==> src/rtl/iso_pkg.sv <==
// Shared types, character codes and calendar helpers for the ISO 8601 timestamp core.
// Used by the parser, the job queue and the seconds calculator; depends on nothing else.
package iso_pkg;

	// Parse position: which character of the timestamp comes next
	typedef enum logic [4:0] {
		P_Y0, P_Y1, P_Y2, P_Y3, P_DASH1, P_MO0, P_MO1, P_DASH2, P_D0, P_D1,
		P_SEP, P_H0, P_H1, P_COL1, P_MI0, P_MI1, P_COL2, P_S0, P_S1, P_DOT, P_FRAC
	} pos_t;

	localparam logic [7:0] CH_ZERO  = 8'h30;
	localparam logic [7:0] CH_NINE  = 8'h39;
	localparam logic [7:0] CH_DASH  = 8'h2D;
	localparam logic [7:0] CH_COLON = 8'h3A;
	localparam logic [7:0] CH_DOT   = 8'h2E;
	localparam logic [7:0] CH_T     = 8'h54;
	localparam logic [7:0] CH_SPACE = 8'h20;
	localparam logic [7:0] CH_Z_UP  = 8'h5A;
	localparam logic [7:0] CH_Z_LO  = 8'h7A;

	localparam int QUEUE_DEPTH = 4;
	localparam int QUEUE_AW    = $clog2(QUEUE_DEPTH);

	// Day offset of 0000-03-01 shifted by one 400-year era
	localparam logic [24:0] DAY_BIAS = 25'd865565;
	// 2^17 / 25, rounded up; exact for quotients of values below 2600
	localparam logic [23:0] RECIP_25 = 24'd5243;

	// One parsed timestamp handed from the parser to the calculator
	typedef struct packed {
		logic        ok;
		logic [13:0] year;
		logic [3:0]  month;
		logic [4:0]  day;
		logic [4:0]  hour;
		logic [5:0]  minute;
		logic [5:0]  second;
	} job_t;

	// Days from March 1st to the first of the given month (March-based year)
	function automatic logic [8:0] days_before(input logic [3:0] month);
		logic [8:0] d;
		unique case (month)
			4'd3:    d = 9'd0;
			4'd4:    d = 9'd31;
			4'd5:    d = 9'd61;
			4'd6:    d = 9'd92;
			4'd7:    d = 9'd122;
			4'd8:    d = 9'd153;
			4'd9:    d = 9'd184;
			4'd10:   d = 9'd214;
			4'd11:   d = 9'd245;
			4'd12:   d = 9'd275;
			4'd1:    d = 9'd306;
			4'd2:    d = 9'd337;
			default: d = 9'd0;
		endcase
		return d;
	endfunction

endpackage

==> src/rtl/iso_parse.sv <==
// Character parser: walks the timestamp pattern one character per cycle unless
// stalled, gathers date and time digits and pushes a job per timestamp. Depends on iso_pkg.
module iso_parse import iso_pkg::*; (
	input  logic       clk,
	input  logic       arst_n,
	input  logic       char_valid,
	output logic       char_stall,
	input  logic [7:0] char_code,
	input  logic       first_char,
	input  logic       last_char,
	input  logic       q_full,
	output logic       push,
	output job_t       job
);

	pos_t        pos_q, pos_cur, pos_nxt;
	logic        finished_q, finished_nxt;
	logic [13:0] year_q, year_cur, year_nxt;
	logic [6:0]  mon_q, mon_cur, mon_nxt;
	logic [6:0]  day_q, day_cur, day_nxt;
	logic [6:0]  hr_q, hr_cur, hr_nxt;
	logic [6:0]  min_q, min_cur, min_nxt;
	logic [6:0]  sec_q, sec_cur, sec_nxt;

	logic       accepted, busy, digit, is_z, ok, z_end, emit, range_ok;
	logic       ld_year, ld_mon, ld_day, ld_hr, ld_min, ld_sec;
	logic [3:0] dv;

	assign char_stall = q_full;
	assign accepted   = char_valid && !char_stall;
	assign busy       = first_char || !finished_q;

	assign digit = (char_code >= CH_ZERO) && (char_code <= CH_NINE);
	assign dv    = digit ? 4'(char_code - CH_ZERO) : 4'd0;
	assign is_z  = (char_code == CH_Z_UP) || (char_code == CH_Z_LO);

	// A first character restarts the parse from an empty state
	assign pos_cur  = first_char ? P_Y0 : pos_q;
	assign year_cur = first_char ? 14'd0 : year_q;
	assign mon_cur  = first_char ? 7'd0 : mon_q;
	assign day_cur  = first_char ? 7'd0 : day_q;
	assign hr_cur   = first_char ? 7'd0 : hr_q;
	assign min_cur  = first_char ? 7'd0 : min_q;
	assign sec_cur  = first_char ? 7'd0 : sec_q;

	// Classify the character against the expected pattern position
	always_comb begin
		ok      = 1'b0;
		z_end   = 1'b0;
		ld_year = 1'b0;
		ld_mon  = 1'b0;
		ld_day  = 1'b0;
		ld_hr   = 1'b0;
		ld_min  = 1'b0;
		ld_sec  = 1'b0;
		unique case (pos_cur)
			P_Y0, P_Y1, P_Y2, P_Y3: begin
				ok      = digit;
				ld_year = 1'b1;
			end
			P_DASH1, P_DASH2: ok = (char_code == CH_DASH);
			P_MO0, P_MO1: begin
				ok     = digit;
				ld_mon = 1'b1;
			end
			P_D0, P_D1: begin
				ok     = digit;
				ld_day = 1'b1;
			end
			P_SEP: ok = (char_code == CH_T) || (char_code == CH_SPACE);
			P_H0, P_H1: begin
				ok    = digit;
				ld_hr = 1'b1;
			end
			P_COL1, P_COL2: ok = (char_code == CH_COLON);
			P_MI0, P_MI1: begin
				ok     = digit;
				ld_min = 1'b1;
			end
			P_S0, P_S1: begin
				ok     = digit;
				ld_sec = 1'b1;
			end
			P_DOT: begin
				z_end = is_z;
				ok    = (char_code == CH_DOT);
			end
			P_FRAC: begin
				z_end = is_z;
				ok    = digit;
			end
			default: ok = 1'b0;
		endcase
	end

	assign emit = busy && (z_end || !ok || last_char);

	assign range_ok = (mon_cur >= 7'd1) && (mon_cur <= 7'd12) &&
	                  (day_cur >= 7'd1) && (day_cur <= 7'd31) &&
	                  (hr_cur <= 7'd23) && (min_cur <= 7'd59) && (sec_cur <= 7'd60);

	// Next parse state
	always_comb begin
		pos_nxt      = pos_q;
		finished_nxt = 1'b1;
		year_nxt     = year_q;
		mon_nxt      = mon_q;
		day_nxt      = day_q;
		hr_nxt       = hr_q;
		min_nxt      = min_q;
		sec_nxt      = sec_q;
		if (busy) begin
			finished_nxt = emit;
			if (ok && !z_end) begin
				pos_nxt = (pos_cur == P_FRAC) ? P_FRAC : pos_t'(pos_cur + 5'd1);
			end else begin
				pos_nxt = pos_cur;
			end
			year_nxt = ld_year ? 14'(year_cur * 14'd10 + {10'd0, dv}) : year_cur;
			mon_nxt  = ld_mon ? 7'(mon_cur * 7'd10 + {3'd0, dv}) : mon_cur;
			day_nxt  = ld_day ? 7'(day_cur * 7'd10 + {3'd0, dv}) : day_cur;
			hr_nxt   = ld_hr ? 7'(hr_cur * 7'd10 + {3'd0, dv}) : hr_cur;
			min_nxt  = ld_min ? 7'(min_cur * 7'd10 + {3'd0, dv}) : min_cur;
			sec_nxt  = ld_sec ? 7'(sec_cur * 7'd10 + {3'd0, dv}) : sec_cur;
		end
	end

	always_ff @(posedge clk or negedge arst_n) begin
		if (!arst_n) begin
			pos_q      <= P_Y0;
			finished_q <= 1'b1;
			year_q     <= '0;
			mon_q      <= '0;
			day_q      <= '0;
			hr_q       <= '0;
			min_q      <= '0;
			sec_q      <= '0;
		end else if (accepted) begin
			pos_q      <= pos_nxt;
			finished_q <= finished_nxt;
			year_q     <= year_nxt;
			mon_q      <= mon_nxt;
			day_q      <= day_nxt;
			hr_q       <= hr_nxt;
			min_q      <= min_nxt;
			sec_q      <= sec_nxt;
		end
	end

	// Job fields use the values gathered before this character
	assign push       = accepted && emit;
	assign job.ok     = z_end && range_ok;
	assign job.year   = year_cur;
	assign job.month  = mon_cur[3:0];
	assign job.day    = day_cur[4:0];
	assign job.hour   = hr_cur[4:0];
	assign job.minute = min_cur[5:0];
	assign job.second = sec_cur[5:0];

endmodule

==> src/rtl/iso_queue.sv <==
// Short job queue between the parser and the calculator, so each side stalls on
// its own. Depends on iso_pkg for the job type and depth.
module iso_queue import iso_pkg::*; (
	input  logic clk,
	input  logic arst_n,
	input  logic push,
	input  job_t wdata,
	input  logic pop,
	output job_t rdata,
	output logic full,
	output logic empty
);

	job_t                mem [QUEUE_DEPTH];
	logic [QUEUE_AW-1:0] wr_q, rd_q;
	logic [QUEUE_AW:0]   cnt_q;
	logic                do_push, do_pop;

	assign full    = (cnt_q == (QUEUE_AW+1)'(QUEUE_DEPTH));
	assign empty   = (cnt_q == '0);
	assign do_push = push && !full;
	assign do_pop  = pop && !empty;
	assign rdata   = mem[rd_q];

	always_ff @(posedge clk) begin
		if (do_push) begin
			mem[wr_q] <= wdata;
		end
	end

	always_ff @(posedge clk or negedge arst_n) begin
		if (!arst_n) begin
			wr_q  <= '0;
			rd_q  <= '0;
			cnt_q <= '0;
		end else begin
			if (do_push) begin
				wr_q <= QUEUE_AW'(wr_q + 1'b1);
			end
			if (do_pop) begin
				rd_q <= QUEUE_AW'(rd_q + 1'b1);
			end
			unique case ({do_push, do_pop})
				2'b10:   cnt_q <= cnt_q + 1'b1;
				2'b01:   cnt_q <= cnt_q - 1'b1;
				default: cnt_q <= cnt_q;
			endcase
		end
	end

endmodule

==> src/rtl/iso_calc.sv <==
// Seconds calculator: four pipeline stages plus an output register turn a job into
// signed Unix seconds with a Gregorian day count. Depends on iso_pkg.
module iso_calc import iso_pkg::*; (
	input  logic               clk,
	input  logic               arst_n,
	input  logic               q_empty,
	input  job_t               job,
	output logic               pop,
	output logic               res_valid,
	input  logic               res_stall,
	output logic               valid_res,
	output logic signed [38:0] epoch_seconds
);

	logic en;
	logic v_s1, v_s2, v_s3, v_s4, res_valid_q;

	logic        ok_s1, ok_s2, ok_s3, ok_s4;
	logic [13:0] yp_s1;
	logic [8:0]  doyd_s1, doyd_s2;
	logic [4:0]  hour_s1;
	logic [5:0]  min_s1, sec_s1;
	logic [21:0] y365_s2;
	logic [11:0] y4_s2;
	logic [23:0] q100p_s2, q400p_s2;
	logic [16:0] hms_s2, hms_s3, hms_s4;
	logic signed [24:0] days_s3;
	logic signed [38:0] days_x, prod_s4;
	logic        valid_res_q;
	logic signed [38:0] epoch_q;

	// Advance the whole pipeline unless a finished result is held
	assign en  = !res_valid_q || !res_stall;
	assign pop = en && !q_empty;

	always_ff @(posedge clk or negedge arst_n) begin
		if (!arst_n) begin
			v_s1        <= 1'b0;
			v_s2        <= 1'b0;
			v_s3        <= 1'b0;
			v_s4        <= 1'b0;
			res_valid_q <= 1'b0;
		end else if (en) begin
			v_s1        <= !q_empty;
			v_s2        <= v_s1;
			v_s3        <= v_s2;
			v_s4        <= v_s3;
			res_valid_q <= v_s4;
		end
	end

	assign days_x = 39'(days_s3);

	always_ff @(posedge clk) begin
		if (en) begin
			// shift the year by one era so the floor divisions see only positive values
			ok_s1   <= job.ok;
			yp_s1   <= 14'(job.year + 14'd400 - {13'd0, (job.month <= 4'd2)});
			doyd_s1 <= 9'(days_before(job.month) + {4'd0, job.day} - 9'd1);
			hour_s1 <= job.hour;
			min_s1  <= job.minute;
			sec_s1  <= job.second;

			ok_s2    <= ok_s1;
			y365_s2  <= {8'd0, yp_s1} * 22'd365;
			y4_s2    <= yp_s1[13:2];
			q100p_s2 <= {12'd0, yp_s1[13:2]} * RECIP_25;
			q400p_s2 <= {14'd0, yp_s1[13:4]} * RECIP_25;
			hms_s2   <= 17'({12'd0, hour_s1} * 17'd3600 + {11'd0, min_s1} * 17'd60 +
			            {11'd0, sec_s1});
			doyd_s2  <= doyd_s1;

			ok_s3   <= ok_s2;
			days_s3 <= $signed(25'({3'd0, y365_s2} + {13'd0, y4_s2} + {20'd0, q400p_s2[21:17]} +
			           {16'd0, doyd_s2} - {18'd0, q100p_s2[23:17]}) - DAY_BIAS);
			hms_s3  <= hms_s2;

			ok_s4   <= ok_s3;
			prod_s4 <= days_x * 39'sd86400;
			hms_s4  <= hms_s3;

			valid_res_q <= ok_s4;
			epoch_q     <= ok_s4 ? prod_s4 + $signed({22'd0, hms_s4}) : '0;
		end
	end

	assign res_valid     = res_valid_q;
	assign valid_res     = valid_res_q;
	assign epoch_seconds = epoch_q;

endmodule

==> src/rtl/iso8601_utc_to_epoch_seconds_core.sv <==
// ISO 8601 UTC timestamp to Unix seconds.
// Input channel (char_valid / char_stall): one text character per word, with
// first_char marking the start of a timestamp and last_char the end of the text.
// Accepted pattern: YYYY-MM-DD, T or space, HH:MM:SS, optional '.' and digits, Z or z.
// Output channel (res_valid / res_stall): one word per timestamp with valid_res and
// the signed seconds since 1970-01-01; epoch_seconds is zero when valid_res is 0.
// A result is produced at the closing Z, at the first bad character, or at a last
// character that leaves the text unfinished; later characters are dropped until the
// next first character.
// Throughput: one character per cycle while char_stall is low; the calculator is a
// four-stage pipeline behind a four-entry job queue.
// A job reaches res_valid through the queue, stages s1 to s4 and the result register.
// When res_stall holds while a result is shown, the result register and the calculator
// freeze; the queue keeps taking jobs until full, then char_stall rises.
// Reset (arst_n low): the parser goes idle awaiting a first character, the queue
// empties and no result is shown.
module iso8601_utc_to_epoch_seconds_core import iso_pkg::*; (
	input  logic               clk,
	input  logic               arst_n,
	input  logic               char_valid,
	output logic               char_stall,
	input  logic [7:0]         char_code,
	input  logic               first_char,
	input  logic               last_char,
	output logic               res_valid,
	input  logic               res_stall,
	output logic               valid_res,
	output logic signed [38:0] epoch_seconds
);

	job_t job_in, job_out;
	logic push, pop, q_full, q_empty;

	iso_parse u_parse (
		.clk        (clk),
		.arst_n     (arst_n),
		.char_valid (char_valid),
		.char_stall (char_stall),
		.char_code  (char_code),
		.first_char (first_char),
		.last_char  (last_char),
		.q_full     (q_full),
		.push       (push),
		.job        (job_in)
	);

	iso_queue u_queue (
		.clk    (clk),
		.arst_n (arst_n),
		.push   (push),
		.wdata  (job_in),
		.pop    (pop),
		.rdata  (job_out),
		.full   (q_full),
		.empty  (q_empty)
	);

	iso_calc u_calc (
		.clk           (clk),
		.arst_n        (arst_n),
		.q_empty       (q_empty),
		.job           (job_out),
		.pop           (pop),
		.res_valid     (res_valid),
		.res_stall     (res_stall),
		.valid_res     (valid_res),
		.epoch_seconds (epoch_seconds)
	);

endmodule

==> config.mk <==
export PLATFORM = sky130hd
export DESIGN_NAME = iso8601_utc_to_epoch_seconds_core
export DESIGN_NICKNAME = d
export VERILOG_FILES = /design/src/rtl/iso_pkg.sv /design/src/rtl/iso_parse.sv /design/src/rtl/iso_queue.sv /design/src/rtl/iso_calc.sv /design/src/rtl/iso8601_utc_to_epoch_seconds_core.sv
export SDC_FILE = /design/constraint.sdc
export NUM_CORES = 1
export LEC_CHECK = 0
export ABC_AREA = 1
export BUFFER_PORTS_ARGS = -buffer_cell sky130_fd_sc_hd__buf_2
export CAP_MARGIN = 10
export CORE_ASPECT_RATIO = 0.8
export CORE_MARGIN = 5
export CORE_UTILIZATION = 55
export DETAILED_ROUTE_END_ITERATION = 6
export GPL_TIMING_DRIVEN = 0
export PLACE_DENSITY = 0.71
export SLEW_MARGIN = 20
export SYNTH_ARGS = -nofsm -noshare
export SYNTH_HDL_FRONTEND = slang
export SYNTH_SLANG_ARGS = --single-unit
==> constraint.sdc <==
create_clock -name clk -period 13.1 [get_ports clk]
set_clock_uncertainty 0.2 [all_clocks]
set_input_delay 2.62 -clock clk [delete_from_list [all_inputs] [get_ports clk]]
set_output_delay 2.62 -clock clk [all_outputs]
set_load 0.02 [all_outputs]
Word-level counts from Yosys, hierarchy flattened
Memory sizes are Yosys's and may differ from the RTL's.
Index checks and enable logic that the tools add are counted.
{"block": "word_totals", "mem_bits_ro": 144, "wordCells": 186, "n_memories": 2, "mem_bits_rw": 164, "inputBits": 14, "register_bits": 348}
{"block": "op_classes", "n_reduce_logical": 42, "multipliers": 12, "mux": 29, "magnitude_cmp": 10, "n_eq_ne": 30, "addsub": 24}
{"name": "u_queue.mem", "words": 4, "width": 41, "read_ports": 1, "rd_ports_with_merged_regs": 0, "write_ports": 1, "line": "iso_queue.sv:14", "rtl": "job_t mem [QUEUE_DEPTH];"}
{"name": "(name not given)", "words": 16, "width": 9, "read_ports": 1, "rd_ports_with_merged_regs": 0, "write_ports": 0, "line": "iso_pkg.sv:43", "rtl": "unique case (month)"}
{"cell": "$mux 7", "count": 10}
{"cell": "$eq 5x4->1 const B", "count": 8}
{"cell": "$add 39x17->39", "count": 1}
{"cell": "$add 7x4->7", "count": 5}
{"cell": "$mul 7x3->6 const B", "count": 5}
{"cell": "$eq 8x6->1 const B", "count": 4}
{"cell": "$mul 25x11->32 const B", "count": 1}
{"cell": "$mux 14", "count": 2}
{"cell": "$add 25x9->25", "count": 1}
{"cell": "$eq 5x5->1 const B", "count": 5}
{"cell": "$sub 25x20->25 const B", "count": 1}
{"cell": "$sub 25x7->25", "count": 1}
{"cell": "$add 23x5->24", "count": 1}
{"cell": "$eq 8x7->1 const B", "count": 3}
{"cell": "$mul 12x13->24 const B", "count": 1}
{"cell": "$add 22x12->23", "count": 1}
{"cell": "$mul 10x13->22 const B", "count": 1}
{"cell": "$mul 14x9->22 const B", "count": 1}
{"cell": "$eq 5x3->1 const B", "count": 4}
{"cell": "$add 17x12->17", "count": 1}
{"cell": "$add 17x6->17", "count": 1}
{"cell": "$reduce_or 2->1", "count": 8}
{"cell": "$logic_and 1x1->1", "count": 15}
{"cell": "$mux 5", "count": 3}
{"cell": "other kinds (38)", "count": 63}

Longest topological paths before layout
{"block": "depth", "word_depth": 12, "mapped_depth": 28}

Modules after synthesis
A second synthesis with hierarchy kept.
{"block": "hier_totals", "hier_cells": 4219, "hier_area_um2": 38523.2}
{"mod": "iso_calc", "n_inst": 1, "cells_each": 2861, "seq_area_each_um2": 7542.2, "area_each_um2": 25469.4}
{"mod": "iso_queue", "n_inst": 1, "cells_each": 540, "seq_area_each_um2": 5099.9, "area_each_um2": 7479.7}
{"mod": "iso_parse", "n_inst": 1, "cells_each": 818, "seq_area_each_um2": 1377.6, "area_each_um2": 5574.1}

Worst setup path after synthesis
OpenSTA, ideal clock, no wires.
{"block": "synth_path", "path_kind": "input -> register", "startpoint": "input res_stall", "endpoint": "register u_queue.cnt_q[2]", "setup_slack_ps": 2691, "setup_ps": 79, "t_required_ps": 12821, "path_stages": 10, "arrival_time_ps": 10130, "n_path_buf": 0, "path_cell_list": "nand2_1 o21ai_0 inv_1 ha_1 inv_1 fa_1 nor2_1 nor2_1 nand2_1 xor2_1"}
{"block": "synth_via", "elab_chain_len": 6}
{"element": "start: declaration", "line": "iso8601_utc_to_epoch_seconds_core.sv:26", "rtl": "input logic res_stall,"}
{"element": "$logic_not 1->1 (*)", "line": "iso_calc.sv:33", "rtl": "assign en = !res_valid_q || !res_stall;"}
{"element": "$logic_or 1x1->1 (*)", "line": "iso_calc.sv:33"}
{"element": "$logic_and 1x1->1 (*)", "line": "iso_calc.sv:34", "rtl": "assign pop = en && !q_empty;"}
{"element": "$logic_and 1x1->1 (*)", "line": "iso_queue.sv:22", "rtl": "assign do_pop = pop && !empty;"}
{"element": "via u_queue.do_pop", "line": "iso_queue.sv:17", "rtl": "logic do_push, do_pop;"}
{"element": "$eq 2x1->1 / $eq 2x2->1 (equally long branches)", "line": "iso_queue.sv:43", "rtl": "unique case ({do_push, do_pop})"}
{"element": "$pmux 3 s2 / $reduce_bool 2->1 (equally long branches)"}
{"element": "end signal: assignment", "line": "iso_queue.sv:44", "rtl": "2'b10: cnt_q <= cnt_q + 1'b1;"}
{"element": "end signal: assignment", "line": "iso_queue.sv:45", "rtl": "2'b01: cnt_q <= cnt_q - 1'b1;"}
{"element": "end signal: assignment", "line": "iso_queue.sv:46", "rtl": "default: cnt_q <= cnt_q;"}
{"element": "end: declaration", "line": "iso_queue.sv:16", "rtl": "logic [QUEUE_AW:0] cnt_q;"}
The timed path passes the listed nets; every way through them passes the cells marked *.
A chain may end at the register's enable or synchronous reset.

==> metrics <==
FILL cells 5470; num rows 84; initial core utilization 55.2%; Worst Setup End Kind register; drt wl/cell 16.4 um; RSZ-0062 raised after global routing no; Area growth syn-to-layout 9.22%; grt total ovfl 0; Clock H-tree levels 2; commonest non-fill, non-tap cells in the layout 767 x inv_1, 515 x nand2_1, 453 x ha_1; placed cell count 4661; Worst EP arrival 6.68 ns; die height 239 um; post-synth top area cell edfxtp_1; synth top area cells edfxtp_1 34%, ha_1 16%, fa_1 12%; DR pass1 iterations 6; relative slew slack 36.0%; Yosys reg bits 478; post-synth net total 4407; FFs w/ async S/R, synth 14.0%; GRT Resource Usage Total 22.4%; WL final 77900 um; GP Congestion 0.878; fin. max-slew vios 0; Clock Sinks 478; Avg Synthesized Cell Area 9.66 um^2; clock buffer depth 3; final setup vio count 0; die area 70800 um^2; Max Clk Rate 158 MHz; Synth Flop Type edfxtp_1; # Post-CTS Setup Buffers 0; largest net degree at the start of global routing 59; WP data required 13.45 ns; IO Port Bufs 55; num ports 56; cells after synthesis 3732; nets 4526; ANT nets after route 0; CTS root buffer clkbuf_16; WHS 0.218 ns; Worst setup SP type primary input; Warnings, synthesis 0; Resize count post-CTS 0; Non-Filler Instances 4747; Clk Latency, worst-skew pair 0.62 ns; DRC 0; min cycle time layout 6.33 ns; maxcap violations 0; initial antenna violation count 2; CTS buffer count 48; hpwl dp 60100 um; Distinct cells, synth 62; global-route wire length before repair 128000 um; number of global-route vias before repair 25.0k; vias post-DR 25.5k; Cell Area, Synth 36000 um^2; status completed; via density per instance 5.38; worst slew pin tran 0.957 ns; drt initial violations 1972; Crit Path Category primary input to register; TritonCTS clock tree yes; period utilization 48.3%; Core Footprint 65300 um^2; worst min path class register to register; Die X 296 um; crit path max fanout 10; Diodes inserted 0; CTS Hold Bufs 0; layout cells sized above 1 4.84%; Seq/Total Area, Yosys 38.9%; Sum Neg Setup Slack 0 ns; EDFF count, synth 411; top-area cell type share of the netlist area 34.3%; clock slew at reported path FFs 0.07 ns; final hold violations 0; most common cell after layout, fill and taps aside inv_1
## critical path, cell delays in order
cell and delay, ns:
buf_2 0.15, buf_6 0.20, buf_2 0.30, buf_1 0.59
nor2_1 0.35, ha_1 0.39, ha_1 0.25, inv_1 0.08
fa_1 0.42, xor2_1 0.20, nor2_1 0.11, nand2_1 0.09
nor3_1 0.31, nand2_1 0.14, nor2_1 0.14, nand2_1 0.06
nand2_1 0.05, nand3_1 0.08, a21boi_1 0.14
## metal layers
| metal | global-route usage [%] | vias up | share of wire (%) |
|---|---|---|---|
| li1 | - | 12600 | - |
| met1 | 33.0 | 12200 | 47 |
| met2 | 35.3 | 708 | 44 |
| met3 | 3.71 | 102 | 6.5 |
| met4 | 4.91 | 0 | 2.0 |
| met5 | 0 | - | 0 |
## Yosys cell counts, types with 9 or more instances
master    instances
o22ai_1          31
a32oi_1          10
nor3_1           22
clkbuf_1         29
nand4_1          25
inv_1           767
o211ai_1          9
o21a_1           10
a31oi_1          13
nand2_1         516
a21o_1           10
buf_1            11
nor2_1          261
ha_1            453
edfxtp_1        411
a32o_1            9
xnor2_1          49
nand3_1         131
o21ai_0         203
xor2_1          129
dfrtp_1          66
fa_1            208
a21oi_1         243
## through the flow
stage                     utilization (%)  setup WS, ns  area [um^2]
after floorplan                         -          2.69        36000
after global placement               57.3         -1.78        37400
after detailed placement             57.9          6.26        37800
after CTS                            60.3          6.90        39400
after global routing                 60.3          6.43        39400
final                                60.3          6.77        39400
## final cells by class
type	instances	area [um^2]	area share [%]
Tap cell	860	1080	2.73
Multi-Input combinational cell	2429	18900	48.1
Sequential cell	478	14000	35.6
Clock buffer	55	1230	3.12
Timing Repair Buffer	69	626	1.59
Clock inverter	31	360	0.916
Buffer	51	220	0.560
Inverter	774	2910	7.39
## final timing paths
check                                  start                   to  slack (ns)  cells past startpoint
setup / recovery                  first_char   u_parse.year_q[13]        6.77                     19
hold / removal             u_calc.hms_s3[10]    u_calc.hms_s4[10]        0.22                      0
setup reg to reg             u_calc.yp_s1[8]  u_calc.q100p_s2[21]        7.61                     17
hold reg to reg            u_calc.hms_s3[10]    u_calc.hms_s4[10]        0.22                      0
max in group asynchronous             arst_n     u_parse.day_q[2]       10.43                      2
min in group asynchronous             arst_n      u_parse.hr_q[6]        1.72                      1
## registers in the layout (all words and copies together) (netlist names), 14 cells and up
register and count:
u_calc.hms_s4 17, u_parse.year_q 14, u_calc.y365_s2 22, u_calc.yp_s1 14
u_calc.hms_s3 17, u_calc.prod_s4 32, u_calc.epoch_seconds 39, u_calc.days_s3 25
u_queue.mem 164, u_calc.hms_s2 17
## logic make-up after synthesis
| group | synth area share (%) |
|---|---|
| flip-flops | 38.9 |
| AO/OA/AOI/OAI | 9.05 |
| buffers and inverters | 8.68 |
| adder cells (fa/ha/maj) | 27.3 |
| XOR/XNOR | 4.33 |
| AND/OR/NAND/NOR | 11.7 |
| multiplexers | 0.0278 |
Power is not shown: default switching activity piles up to over one toggle a cycle in this logic, so the estimate is an artifact.
